File: config.mk
export PLATFORM = sky130hd
export DESIGN_NAME = websocket_text_frame_builder
export DESIGN_NICKNAME = d
export VERILOG_FILES = /design/src/wstfb_pkg.sv /design/src/wstfb_front.sv /design/src/wstfb_queue.sv /design/src/wstfb_back.sv /design/src/websocket_text_frame_builder.sv
export SDC_FILE = /design/constraint.sdc
export NUM_CORES = 1
export LEC_CHECK = 0
export BUFFER_PORTS_ARGS = -buffer_cell sky130_fd_sc_hd__buf_2
export CAP_MARGIN = 20
export CORE_MARGIN = 3
export CORE_UTILIZATION = 38
export DETAILED_ROUTE_END_ITERATION = 10
export HOLD_SLACK_MARGIN = 0.12
export MAX_ROUTING_LAYER = met4
export PLACE_DENSITY = 0.6
export SETUP_SLACK_MARGIN = 0.3
export SYNTH_ARGS = -nofsm -noshare
export SYNTH_HDL_FRONTEND = slang
export SYNTH_SLANG_ARGS = --single-unit
File: constraint.sdc
create_clock -name clk -period 6 [get_ports clk]
set_input_delay 0.6 -clock clk [delete_from_list [all_inputs] [get_ports clk]]
set_output_delay 0.6 -clock clk [all_outputs]
set_load 0.005 [all_outputs]
File: src/wstfb_pkg.sv
`timescale 1ns / 1ps

package wstfb_pkg;

  // Input item function codes.
  localparam logic FUNC_START = 1'b0;
  localparam logic FUNC_DATA  = 1'b1;

  // Header constants of a text frame.
  localparam logic [7:0]  HDR_FIN_TEXT = 8'h81;
  localparam logic [62:0] SHORT_LIMIT  = 63'd125;
  localparam logic [62:0] MED_LIMIT    = 63'h0000_0000_0000_FFFF;
  localparam logic [6:0]  MED_CODE     = 7'd126;
  localparam logic [6:0]  LONG_CODE    = 7'd127;
  localparam logic [3:0]  EXT_NONE     = 4'd0;
  localparam logic [3:0]  EXT_MED      = 4'd2;
  localparam logic [3:0]  EXT_LONG     = 4'd8;
  localparam logic [3:0]  KEY_BYTES    = 4'd4;

  // Default depth of the command queue between front and back.
  localparam int QUEUE_DEPTH_DEF = 4;

  typedef struct packed {
    logic        func;
    logic [62:0] payload_len;
    logic        mask_enable;
    logic [31:0] mask_key;
    logic [7:0]  payload_byte;
  } in_item_t;

  typedef struct packed {
    logic [7:0] frame_byte;
    logic       last;
    logic       is_header;
    logic       error;
  } out_item_t;

  typedef enum logic {
    CMD_HEADER,
    CMD_DATA
  } cmd_kind_t;

  // One queued command: a whole header burst, or one finished data byte or error result.
  typedef struct packed {
    cmd_kind_t   kind;
    logic [62:0] len;
    logic [31:0] key;
    logic [7:0]  hdr_b1;
    logic [3:0]  ext_bytes;
    logic [3:0]  last_idx;
    logic [7:0]  data_byte;
    logic        last;
    logic        error;
  } cmd_t;

endpackage

File: src/wstfb_front.sv
`timescale 1ns / 1ps

module wstfb_front (
  input  logic               clk,
  input  logic               rst_n,
  input  logic               in_valid,
  output logic               in_stall,
  input  wstfb_pkg::in_item_t in_data,
  output logic               push_valid,
  output wstfb_pkg::cmd_t    push_data,
  input  logic               queue_full
);

  logic [62:0] bytes_left_r, bytes_left_nxt;
  logic [1:0]  key_phase_r, key_phase_nxt;
  logic [31:0] held_mask_r, held_mask_nxt;
  logic        masking_on_r, masking_on_nxt;
  logic        frame_open_r, frame_open_nxt;
  logic        accept;
  logic [7:0]  key_byte;

  assign in_stall   = queue_full;
  assign accept     = in_valid && !queue_full;
  assign push_valid = accept;

  always_comb begin
    case (key_phase_r)
      2'd0:    key_byte = held_mask_r[31:24];
      2'd1:    key_byte = held_mask_r[23:16];
      2'd2:    key_byte = held_mask_r[15:8];
      default: key_byte = held_mask_r[7:0];
    endcase
  end

  always_comb begin
    push_data      = '0;
    bytes_left_nxt = bytes_left_r;
    key_phase_nxt  = key_phase_r;
    held_mask_nxt  = held_mask_r;
    masking_on_nxt = masking_on_r;
    frame_open_nxt = frame_open_r;
    if (in_data.func == wstfb_pkg::FUNC_START) begin
      push_data.kind = wstfb_pkg::CMD_HEADER;
      push_data.len  = in_data.payload_len;
      push_data.key  = in_data.mask_key;
      if (in_data.payload_len <= wstfb_pkg::SHORT_LIMIT) begin
        push_data.hdr_b1    = {in_data.mask_enable, in_data.payload_len[6:0]};
        push_data.ext_bytes = wstfb_pkg::EXT_NONE;
      end else if (in_data.payload_len <= wstfb_pkg::MED_LIMIT) begin
        push_data.hdr_b1    = {in_data.mask_enable, wstfb_pkg::MED_CODE};
        push_data.ext_bytes = wstfb_pkg::EXT_MED;
      end else begin
        push_data.hdr_b1    = {in_data.mask_enable, wstfb_pkg::LONG_CODE};
        push_data.ext_bytes = wstfb_pkg::EXT_LONG;
      end
      push_data.last_idx = 4'd1 + push_data.ext_bytes +
                           (in_data.mask_enable ? wstfb_pkg::KEY_BYTES : 4'd0);
      // An empty frame ends on its own last header byte.
      push_data.last  = (in_data.payload_len == 63'd0);
      bytes_left_nxt  = in_data.payload_len;
      key_phase_nxt   = 2'd0;
      held_mask_nxt   = in_data.mask_key;
      masking_on_nxt  = in_data.mask_enable;
      frame_open_nxt  = (in_data.payload_len != 63'd0);
    end else begin
      push_data.kind = wstfb_pkg::CMD_DATA;
      if (!frame_open_r) begin
        push_data.error = 1'b1;
      end else begin
        push_data.data_byte = in_data.payload_byte ^ (masking_on_r ? key_byte : 8'd0);
        push_data.last      = (bytes_left_r == 63'd1);
        bytes_left_nxt      = bytes_left_r - 63'd1;
        key_phase_nxt       = key_phase_r + 2'd1;
        frame_open_nxt      = (bytes_left_r != 63'd1);
      end
    end
  end

  always_ff @(posedge clk) begin
    if (!rst_n) begin
      bytes_left_r <= '0;
      key_phase_r  <= '0;
      held_mask_r  <= '0;
      masking_on_r <= 1'b0;
      frame_open_r <= 1'b0;
    end else if (accept) begin
      bytes_left_r <= bytes_left_nxt;
      key_phase_r  <= key_phase_nxt;
      held_mask_r  <= held_mask_nxt;
      masking_on_r <= masking_on_nxt;
      frame_open_r <= frame_open_nxt;
    end
  end

endmodule

File: src/wstfb_queue.sv
`timescale 1ns / 1ps

module wstfb_queue #(
  parameter int DEPTH = wstfb_pkg::QUEUE_DEPTH_DEF
) (
  input  logic            clk,
  input  logic            rst_n,
  input  logic            push_valid,
  input  wstfb_pkg::cmd_t push_data,
  output logic            full,
  input  logic            pop,
  output logic            head_valid,
  output wstfb_pkg::cmd_t head_data
);

  localparam int PTR_W = $clog2(DEPTH);
  localparam int CNT_W = $clog2(DEPTH + 1);

  wstfb_pkg::cmd_t  entry_r [DEPTH];
  logic [PTR_W-1:0] wr_ptr_r, wr_ptr_nxt;
  logic [PTR_W-1:0] rd_ptr_r, rd_ptr_nxt;
  logic [CNT_W-1:0] count_r, count_nxt;
  logic             do_push, do_pop;

  assign full       = (count_r == CNT_W'(DEPTH));
  assign head_valid = (count_r != '0);
  assign head_data  = entry_r[rd_ptr_r];
  assign do_push    = push_valid && !full;
  assign do_pop     = pop && head_valid;

  always_comb begin
    wr_ptr_nxt = wr_ptr_r;
    rd_ptr_nxt = rd_ptr_r;
    count_nxt  = count_r;
    if (do_push) begin
      wr_ptr_nxt = (wr_ptr_r == PTR_W'(DEPTH - 1)) ? '0 : wr_ptr_r + 1'b1;
    end
    if (do_pop) begin
      rd_ptr_nxt = (rd_ptr_r == PTR_W'(DEPTH - 1)) ? '0 : rd_ptr_r + 1'b1;
    end
    if (do_push && !do_pop) begin
      count_nxt = count_r + 1'b1;
    end else if (do_pop && !do_push) begin
      count_nxt = count_r - 1'b1;
    end
  end

  always_ff @(posedge clk) begin
    if (!rst_n) begin
      wr_ptr_r <= '0;
      rd_ptr_r <= '0;
      count_r  <= '0;
    end else begin
      wr_ptr_r <= wr_ptr_nxt;
      rd_ptr_r <= rd_ptr_nxt;
      count_r  <= count_nxt;
    end
  end

  always_ff @(posedge clk) begin
    if (do_push) begin
      entry_r[wr_ptr_r] <= push_data;
    end
  end

endmodule

File: src/wstfb_back.sv
`timescale 1ns / 1ps

module wstfb_back (
  input  logic                 clk,
  input  logic                 rst_n,
  input  logic                 head_valid,
  input  wstfb_pkg::cmd_t      head_data,
  output logic                 pop,
  output logic                 out_valid,
  input  logic                 out_stall,
  output wstfb_pkg::out_item_t out_data
);

  logic [3:0]           idx_r, idx_nxt;
  logic                 out_valid_r, out_valid_nxt;
  wstfb_pkg::out_item_t out_data_r, out_data_nxt;
  logic                 advance;
  logic                 final_byte;
  logic [63:0]          len_wide;
  logic [2:0]           len_sel;
  logic [1:0]           key_sel;
  logic [7:0]           hdr_byte;

  assign out_valid  = out_valid_r;
  assign out_data   = out_data_r;
  assign advance    = head_valid && (!out_valid_r || !out_stall);
  assign final_byte = (head_data.kind == wstfb_pkg::CMD_DATA) ||
                      (idx_r == head_data.last_idx);
  assign pop        = advance && final_byte;

  // Extended length goes out most significant byte first, then the key bytes.
  assign len_wide = {1'b0, head_data.len};
  assign len_sel  = 3'(head_data.ext_bytes + 4'd1 - idx_r);
  assign key_sel  = 2'(idx_r - 4'd2 - head_data.ext_bytes);

  always_comb begin
    if (idx_r == 4'd0) begin
      hdr_byte = wstfb_pkg::HDR_FIN_TEXT;
    end else if (idx_r == 4'd1) begin
      hdr_byte = head_data.hdr_b1;
    end else if (idx_r < 4'd2 + head_data.ext_bytes) begin
      hdr_byte = len_wide[{len_sel, 3'b000} +: 8];
    end else begin
      case (key_sel)
        2'd0:    hdr_byte = head_data.key[31:24];
        2'd1:    hdr_byte = head_data.key[23:16];
        2'd2:    hdr_byte = head_data.key[15:8];
        default: hdr_byte = head_data.key[7:0];
      endcase
    end
  end

  always_comb begin
    out_data_nxt = out_data_r;
    if (advance) begin
      if (head_data.kind == wstfb_pkg::CMD_DATA) begin
        out_data_nxt.frame_byte = head_data.data_byte;
        out_data_nxt.is_header  = 1'b0;
      end else begin
        out_data_nxt.frame_byte = hdr_byte;
        out_data_nxt.is_header  = 1'b1;
      end
      out_data_nxt.last  = head_data.last && final_byte;
      out_data_nxt.error = head_data.error;
    end
  end

  always_comb begin
    idx_nxt       = idx_r;
    out_valid_nxt = out_valid_r && out_stall;
    if (advance) begin
      idx_nxt       = final_byte ? 4'd0 : idx_r + 4'd1;
      out_valid_nxt = 1'b1;
    end
  end

  always_ff @(posedge clk) begin
    if (!rst_n) begin
      idx_r       <= '0;
      out_valid_r <= 1'b0;
    end else begin
      idx_r       <= idx_nxt;
      out_valid_r <= out_valid_nxt;
    end
  end

  always_ff @(posedge clk) begin
    out_data_r <= out_data_nxt;
  end

endmodule

File: src/websocket_text_frame_builder.sv
`timescale 1ns / 1ps
// An item is written into the command queue when it transfers; its first result then
//   enters the output register, from which it transfers out.
// Throughput: one payload byte per cycle while out_stall is low; a start item expands
//   into 2 to 14 header bytes, which the back end emits at one per cycle.
// The command queue (QUEUE_DEPTH entries) lets the front keep taking items meanwhile.
// Reset: synchronous, active low; closes any frame and empties queue and output.

module websocket_text_frame_builder #(
  parameter int QUEUE_DEPTH = wstfb_pkg::QUEUE_DEPTH_DEF
) (
  input  logic                 clk,
  input  logic                 rst_n,
  input  logic                 in_valid,
  output logic                 in_stall,
  input  wstfb_pkg::in_item_t  in_data,
  output logic                 out_valid,
  input  logic                 out_stall,
  output wstfb_pkg::out_item_t out_data
);

  // The front tracks the open frame: it masks and counts payload bytes and
  // flags stray ones, and classifies each start into a header command with
  // its length code already chosen.
  logic            push_valid;
  wstfb_pkg::cmd_t push_data;
  logic            queue_full;

  // The queue decouples the two halves, so a header burst in the back end
  // does not hold off input transfers until the queue fills.
  logic            head_valid;
  wstfb_pkg::cmd_t head_data;
  logic            pop;

  wstfb_front u_front (
    .clk        (clk),
    .rst_n      (rst_n),
    .in_valid   (in_valid),
    .in_stall   (in_stall),
    .in_data    (in_data),
    .push_valid (push_valid),
    .push_data  (push_data),
    .queue_full (queue_full)
  );

  wstfb_queue #(
    .DEPTH (QUEUE_DEPTH)
  ) u_queue (
    .clk        (clk),
    .rst_n      (rst_n),
    .push_valid (push_valid),
    .push_data  (push_data),
    .full       (queue_full),
    .pop        (pop),
    .head_valid (head_valid),
    .head_data  (head_data)
  );

  // The back end walks a header command byte by byte, or passes a data
  // byte straight through, into the output register.
  wstfb_back u_back (
    .clk        (clk),
    .rst_n      (rst_n),
    .head_valid (head_valid),
    .head_data  (head_data),
    .pop        (pop),
    .out_valid  (out_valid),
    .out_stall  (out_stall),
    .out_data   (out_data)
  );

endmodule

* After elaboration in Yosys (flattened, before gate mapping) *
Memories as Yosys holds them, arrays and structs flattened. A register that Yosys moved wholly into a read port is not among the register bits.
Index checks and enable logic that the tools add are counted.

cells by class
  add/subtract/negate cells = 14
  shift-type cells = 1
  multiplexer cells = 35
  order comparisons = 3
  bitwise operators = 2
  reductions and logical operators = 25
  eq/ne operators = 12

operators with widths
  cell                   number
  $mux 63                2
  $mux 111               1
  $shiftx 64x7->8        1
  $eq 63x1->1 const B    1
  $le 63x16->1 const B   1
  $le 63x7->1 const B    1
  $logic_not 63->1       1
  $ne 63x1->1 const B    1
  $reduce_bool 63->1     1
  $sub 63x1->63 const B  1
  $mux 8                 6
  $pmux 8 s3             2
  $mux 12                1
  $mux 2                 6
  $mux 11                1
  $mux 1                 10
  $logic_and 1x1->1      9
  $mux 3                 3
  $mux 9                 1
  $eq 2x2->1 const B     4
  $xor 8x8->8            1
  $add 2x1->2 const B    3
  $add 3x1->3 const B    2
  $logic_not 1->1        5
  23 further kinds       27

word-level totals
  input port bits = 109
  flip-flop bits (word level) = 122
  memories kept = 1
  output and inout port bits = 13
  RAM bits = 488
  logic and storage cells = 107

memories
  name             words  width  rd ports  clocked after memory_dff  write ports  line               RTL
  u_queue.entry_r  4      122    1         1                         1            wstfb_queue.sv:19  wstfb_pkg::cmd_t entry_r [DEPTH];

* Longest topological paths before layout *
Gate-level depths: netlist of run 1.

  word-level depth = 8
  gate-level depth with buffers = 21
  depth with buffers taken out = 13

* Cells and area by module *
Synthesis of run 1 repeated with hierarchy kept, for this count alone.

second synthesis, totals
  cells, all modules = 1777
  area, all modules = 26425.3 µm²

modules (own cells, without submodules)
  module       cells an instance  times used  area an instance (µm²)  seq. area each (µm²)
  wstfb_queue  689                1           18077.3                 14834.2
  wstfb_front  950                1           6628.9                  1981.9
  wstfb_back   138                1           1719.1                  430.4

* Worst setup path before layout of run 1 *
No wires, ideal clock.

  kind = register -> register
  from = reg with a tool-made name
  to = reg u_queue.count_r[2]
  cell stages (with the launch flop) = 22
  buffers on the path = 8
  setup slack = 935 ps
  period minus slack after synthesis = 5065 ps
  data required time = 5930 ps
  setup time = 70 ps
  arrival time = 4995 ps
  path through = dfxtp_1 buf_2 buf_4 buf_2 buf_2 buf_2 buf_2 mux4_2 inv_1 ha_1 clkbuf_1 inv_1 clkbuf_1 a41oi_1 nor2_1 inv_1 ha_1 inv_1 fa_1 xor2_1 or3_1 a21oi_1

RTL lines
  item                    line               RTL
  end signal: assignment  wstfb_queue.sv:56  count_r <= count_nxt;
  end: declaration        wstfb_queue.sv:22  logic [CNT_W-1:0] count_r, count_nxt;

==> results_dict.tcl, run 1 <==
set metrics [dict create \
    status "finished clean" \
    drive_gt1_share_pct 19.5 \
    path_clk_slew_ns 0.06 \
    fmax_ghz 0.254 \
    slowest_delay_ns 0.63 \
    grt_pass1_vias 16200 \
    drv_cap 0 \
    p_leak_nw 9.43 \
    syn_avg_cell_area_um2 14.3 \
    cp_top_family "buffers and inverters" \
    crit_path_cell_trace "mux4_2 -> inv_1 -> ha_1 -> inv_1 -> a41oi_1 -> nor2_1 -> inv_1 -> ha_1 -> inv_1 -> fa_1 -> xor2_1 -> or3_1 -> a21oi_1" \
    drv_slew 0 \
    initial_core_util_pct 38.5 \
    synth_top_cell_by_area "edfxtp_1" \
    async_flop_share_pct 0 \
    cp_max_fo 21 \
    ys.flop_type "edfxtp_1" \
    cts_sinks 592 \
    antenna_found_initial 2 \
    root_buffer "clkbuf_16" \
    setup_viol 0 \
    dp_hpwl_um 46500 \
    antenna_left 0 \
    crit_top_cell "inv_1" \
    fin_setup_tns_ns 0 \
    synth_edf_count 479 \
    gp_congestion 0.900 \
    grt_usage_pct 20.3 \
    hold_buffers 0 \
    clockBufferDepth 3 \
    fillers 5857 \
    arrival_ns 4.46 \
    clock_skew_ns 0.0280 \
    cts_tree "done" \
    yosys.area.top_type_share_pct 56.6 \
    tightest_slew_ns 1.04 \
    critPathKind "reg -> reg" \
    ys_seq_area_share_pct 65.5 \
    io_buffer_count 121 \
    ctsHtreeMaxLevel 2 \
    critPathCaptureType "register" \
    post_drt_via_cell_ratio 5.84 \
    dieArea_um2 70100 \
    yosysWarnings 0 \
    drt-pass1-iter-count 7 \
    ys_top_cells_by_area "edfxtp_1 57%, mux4_2 11%, dfxtp_1 8.9%" \
    routed_wl_um 69700 \
    ys_seq_elements 592 \
    ir_drop_mv 0.221 \
    post_cts_resized 0 \
    cp.buffers_inverters 4 \
    powerDensity_nw_per_um2 412 \
    wl_per_cell_um 25.0 \
    min_period_over_period_pct 65.6 \
    syn_area_um2 25400 \
    grt_max_degree 144 \
    grt_pass1_wl_um 104000 \
    dieHeight_um 265 \
    drcViolationCount 0 \
    die_w_um 265 \
    required_ns 6.52 \
    clkLatencyLatePin_ns 0.62 \
    synthDistinctLibCells 73 \
    syn2layout_area_growth_pct 13.7 \
    start_kind "register" \
    final_core_util_pct 43.8 \
    layout_min_cycle_time_ns 3.94 \
    grt-ovfl-total 0 \
    relSlewSlack_pct 30.8 \
    post_cts.repair.setup_buffers 0 \
    rsz0062_at_grt "no" \
    min_path_type "in -> reg" \
    initialDrtViolationCount 1767 \
    synthCells 1776 \
    ioPinCount 122 \
    core_um2 66000 \
    finish.net_count 2009 \
    vias 16300 \
    slowest_stage "dfxtp_4" \
    synth_nets 1906 \
    hold_viol 0 \
    rows 94 \
    numCtsBuffers 57 \
    total_power_mw 11.9 \
]
==> routing by layer <==
metal  track usage, %  share of wire, %  vias to the layer above
met5                -                 0                        -
met2             30.5                46                      741
met3             4.41               8.0                      136
met4             6.57               3.4                        0
met1             27.7                43                     8326
li1                 -                 -                     7120
==> state kept, by name (all words and copies together) (netlist names), named ones only <==
signal / cells
u_queue.count_r: 3
u_queue.entry_r: 468
u_front.key_phase_r: 2
u_front.held_mask_r: 32
u_back.out_data: 11
u_front.frame_open_r: 1
u_front.bytes_left_r: 63
u_queue.wr_ptr_r: 2
u_back.out_valid: 1
u_queue.rd_ptr_r: 2
u_back.idx_r: 4
u_front.masking_on_r: 1
==> worst min-delay path, cell delays in order <==
cell and delay [ns]:
buf_2 0.11, nand2_1 0.05, a21oi_1 0.05
==> through the flow <==
step,hold WS (ns),instance area (um2),instances,worst slack [ns]
final,0.235,28900,2793,2.06
after global routing,0.213,28900,2792,1.77
after CTS,0.194,28900,2791,1.99
after detailed placement,0.446,27000,2683,2.03
after global placement,0.442,27000,2683,2.13
after floorplan,0.436,25400,1776,0.935
==> synthesized netlist by cell type, types with 11 or more instances <==
master and count:
mux4_2 122, nor4_1 36, o21ai_0 73, buf_2 17
nand3_1 29, and2_1 16, a31oi_1 13, buf_1 13
nor2_1 86, mux2i_1 26, nor3_1 37, clkbuf_1 72
inv_1 29, nand4_1 16, dfxtp_1 113, a21oi_1 101
a211oi_1 20, edfxtp_1 479, ha_1 20, xor2_1 12
nor2b_1 104, or3_1 11, nand2_1 159, o22ai_1 12
==> final timing paths <==
kind,end,slack [ns],depth (start not counted),startpoint
min,u_front.held_mask_r[26],0.23,3,in_data[34]
min reg2reg,u_front.held_mask_r[8],0.46,2,u_front.held_mask_r[8]
max,u_queue.count_r[2],2.06,13,register
max reg2reg,u_queue.count_r[2],2.06,13,register
==> final cells by class <==
cell class	count	area (um2)	area share [%]
timing repair buffer	149	852	2.95
sequential	592	16700	57.6
clock inverter	30	399	1.38
tap	864	1080	3.74
antenna	1	2.50	0.00866
multi-input combinational	1048	8260	28.6
inverter	31	116	0.403
clock buffer	78	1540	5.32
==> logic make-up after synthesis <==
family | Yosys count | share of synthesized area, %
and+or+nand+nor | 541 | 10.9
buffers and inverters | 136 | 2.14
xor gates and xnor gates | 15 | 0.517
AOI/OAI and AO/OA | 318 | 7.91
DFF | 592 | 65.5
adders and majority gates | 21 | 1.06
muxes | 153 | 12.1
==> placed cells by master, fill, tap and decap left out, types with 11 or more instances in the layout <==
cell type and n:
xor2_1 12, clkinv_1 12, clkbuf_16 58, a211oi_1 20
nand3_1 29, nand4_1 16, mux4_2 122, buf_2 120
clkbuf_1 19, inv_1 28, nor4_1 36, nand2_1 159
o21ai_0 73, o22ai_1 12, a31oi_1 13, dfxtp_1 111
and2_1 12, nor2_1 85, edfxtp_1 479, nor3_1 36
ha_1 20, mux2i_1 26, buf_4 25, or3_1 11
nor2b_1 104, a21oi_1 101
==> power breakdown <==
group	switching [mW]	total [mW]	internal (mW)
clock	1.55	3.74	2.19
combinational	1.83	3.06	1.23
sequential	0.228	5.12	4.89
total	3.61	11.9	8.30
No activity file was read; power rests on OpenSTA's default activity.
==> run 2, diff against run 1 <==
PLACE_DENSITY = 0.62   (was 0.6)
clock period = 3.5 ns   (was 6 ns; I/O delays follow)
==> run 2 against run 1 <==
Against the previous run:
- final cell count up 2.9%
- via count up 1.6%
- hold slack worse by 0.094 ns
- maximum frequency up 27%
- combinational power up 81%
- flip-flop and latch count unchanged
- clock-buffer cell count up 8
- sequential share of layout area down 1.9 points
- critical path depth down 4
- die area unchanged
- setup slack worse by 1.7 ns
- sequential power up 70%
- critical endpoint is now u_back.out_data[6]
==> results_dict.tcl, run 2 (synthesis gave the netlist of run 1 again) <==
set metrics [dict create \
    status "finished clean" \
    powerDensity_nw_per_um2 698 \
    critPathCaptureType "register" \
    min_path_type "in -> reg" \
    min_period_over_period_pct 88.6 \
    drive_gt1_share_pct 21.7 \
    ioPinCount 122 \
    antenna_left 0 \
    syn2layout_area_growth_pct 17.5 \
    largest_reg_flops 468 \
    layout_min_cycle_time_ns 3.10 \
    ir_drop_mv 0.432 \
    drv_cap 0 \
    io_buffer_count 121 \
    layout_commonest_cell "edfxtp_1" \
    hold_viol 0 \
    cts_sinks 592 \
    reg_top3 "u_queue.entry_r (468), u_front.bytes_left_r (63), u_front.held_mask_r (32)" \
    cp_max_fo 28 \
    cts_tree "done" \
    arrival_ns 3.47 \
    start_kind "register" \
    setup_viol 0 \
    routed_wl_um 69800 \
    dieArea_um2 70100 \
    fillers 5754 \
    holdWs_ns 0.140 \
    root_buffer "clkbuf_16" \
    n_antenna_cell 0 \
    grt_usage_pct 20.3 \
    critPathKind "reg -> reg" \
    ctsHtreeMaxLevel 2 \
    tightest_slew_ns 1.01 \
    clock_skew_ns 0.0236 \
    antenna_found_initial 2 \
    dieHeight_um 265 \
    vias 16600 \
    initial_core_util_pct 38.5 \
    grt_pass1_vias 16300 \
    core_um2 66000 \
    wl_per_cell_um 24.3 \
    rrSetupSlack_ns 0.40 \
    drv_slew 0 \
    drt-pass1-iter-count 8 \
    top_register "u_queue.entry_r" \
    die_w_um 265 \
    path_clk_slew_ns 0.06 \
    gp_congestion 0.899 \
    relSlewSlack_pct 32.0 \
    required_ns 3.87 \
    clockBufferDepth 3 \
    grt_max_degree 78 \
    rsz0062_at_grt "yes" \
    final_cell_mix "479 x edfxtp_1, 159 x nand2_1, 122 x mux4_2" \
    numCtsBuffers 61 \
    place_ws_ns 0.361 \
    dp_hpwl_um 47100 \
    fin_setup_tns_ns 0 \
    setup_ws_ns 0.400 \
    p_leak_nw 9.85 \
    post_drt_via_cell_ratio 5.77 \
    fmax_ghz 0.323 \
    rows 94 \
    initialDrtViolationCount 2026 \
    clkLatencyLatePin_ns 0.63 \
    drcViolationCount 0 \
    multi_input_area_um2 8370 \
    finish.net_count 2088 \
    grt-ovfl-total 0 \
    grt_pass1_wl_um 105000 \
    regArea_um2 16700 \
]
-- run 2: changes by cell type in the layout (fill, tap and decap cells not counted), moves of 4 or more --
cell,previous run,this run
bufinv_16,9,5
clkinvlp_4,1,5
clkinv_2,6,12
clkbuf_16,58,63
clkbuf_8,1,8
dlygate4sd3_1,0,48
clkbuf_1,19,15
buf_12,2,7
clkinv_1,12,5
buf_4,25,47
-- run 2: final timing paths --
check	end	cells past startpoint	startpoint
min	u_front.bytes_left_r[45]	3	in_data[86]
max reg2reg	u_back.out_data[6]	9	register
max	u_back.out_data[6]	9	register
min reg2reg	u_front.held_mask_r[8]	2	u_front.held_mask_r[8]
-- run 2: final cells by class --
type / instances / share of cell area (%)
Multi-Input combinational cell: 1048 / 28.0
Tap cell: 864 / 3.62
Inverter: 31 / 0.398
Sequential cell: 592 / 55.7
Clock buffer: 86 / 5.83
Timing Repair Buffer: 224 / 5.34
Clock inverter: 30 / 1.08
-- run 2: where the power goes --
| part | switching [mW] | internal [mW] | total, mW |
|---|---|---|---|
| Clock | 2.78 | 3.85 | 6.64 |
| Sequential | 0.333 | 8.37 | 8.71 |
| Combinational | 3.23 | 2.30 | 5.53 |
-- run 2: through the flow --
stage,std cells,instance area [um2],power (mW),utilization (%)
2_1_floorplan,1776,25700,12.6,-
3_3_place_gp,2710,27300,14.3,41.4
3_5_place_dp,2711,27300,14.3,41.4
4_1_cts,2875,29900,21.0,45.3
5_1_grt,2875,29900,21.7,45.3
6_report,2875,29900,20.9,45.3
-- run 2: worst max-delay path, stage by stage (launching register included) --
cell      delay (ns)
dfxtp_4         0.44
mux4_2          0.52
inv_2           0.13
ha_4            0.23
inv_4           0.07
buf_12          0.20
mux4_2          0.56
and2_1          0.21
a211oi_2        0.31
o41ai_1         0.10
-- run 2: layer usage --
metal | up-vias | GRT usage [%] | wire (um)
li1 | 7293 | - | -
met1 | 8410 | 27.9 | 29500
met2 | 758 | 32.2 | 33400
met3 | 118 | 3.08 | 5270
met4 | 0 | 4.77 | 1630
met5 | - | - | 0
-- run 2: what timing repair did --
item                       CTS  global route
gates resized for setup      0             4
hold endpoints to repair    48             0
hold buffers                48             0
buffers inserted             0             0
setup endpoints to repair    0             4
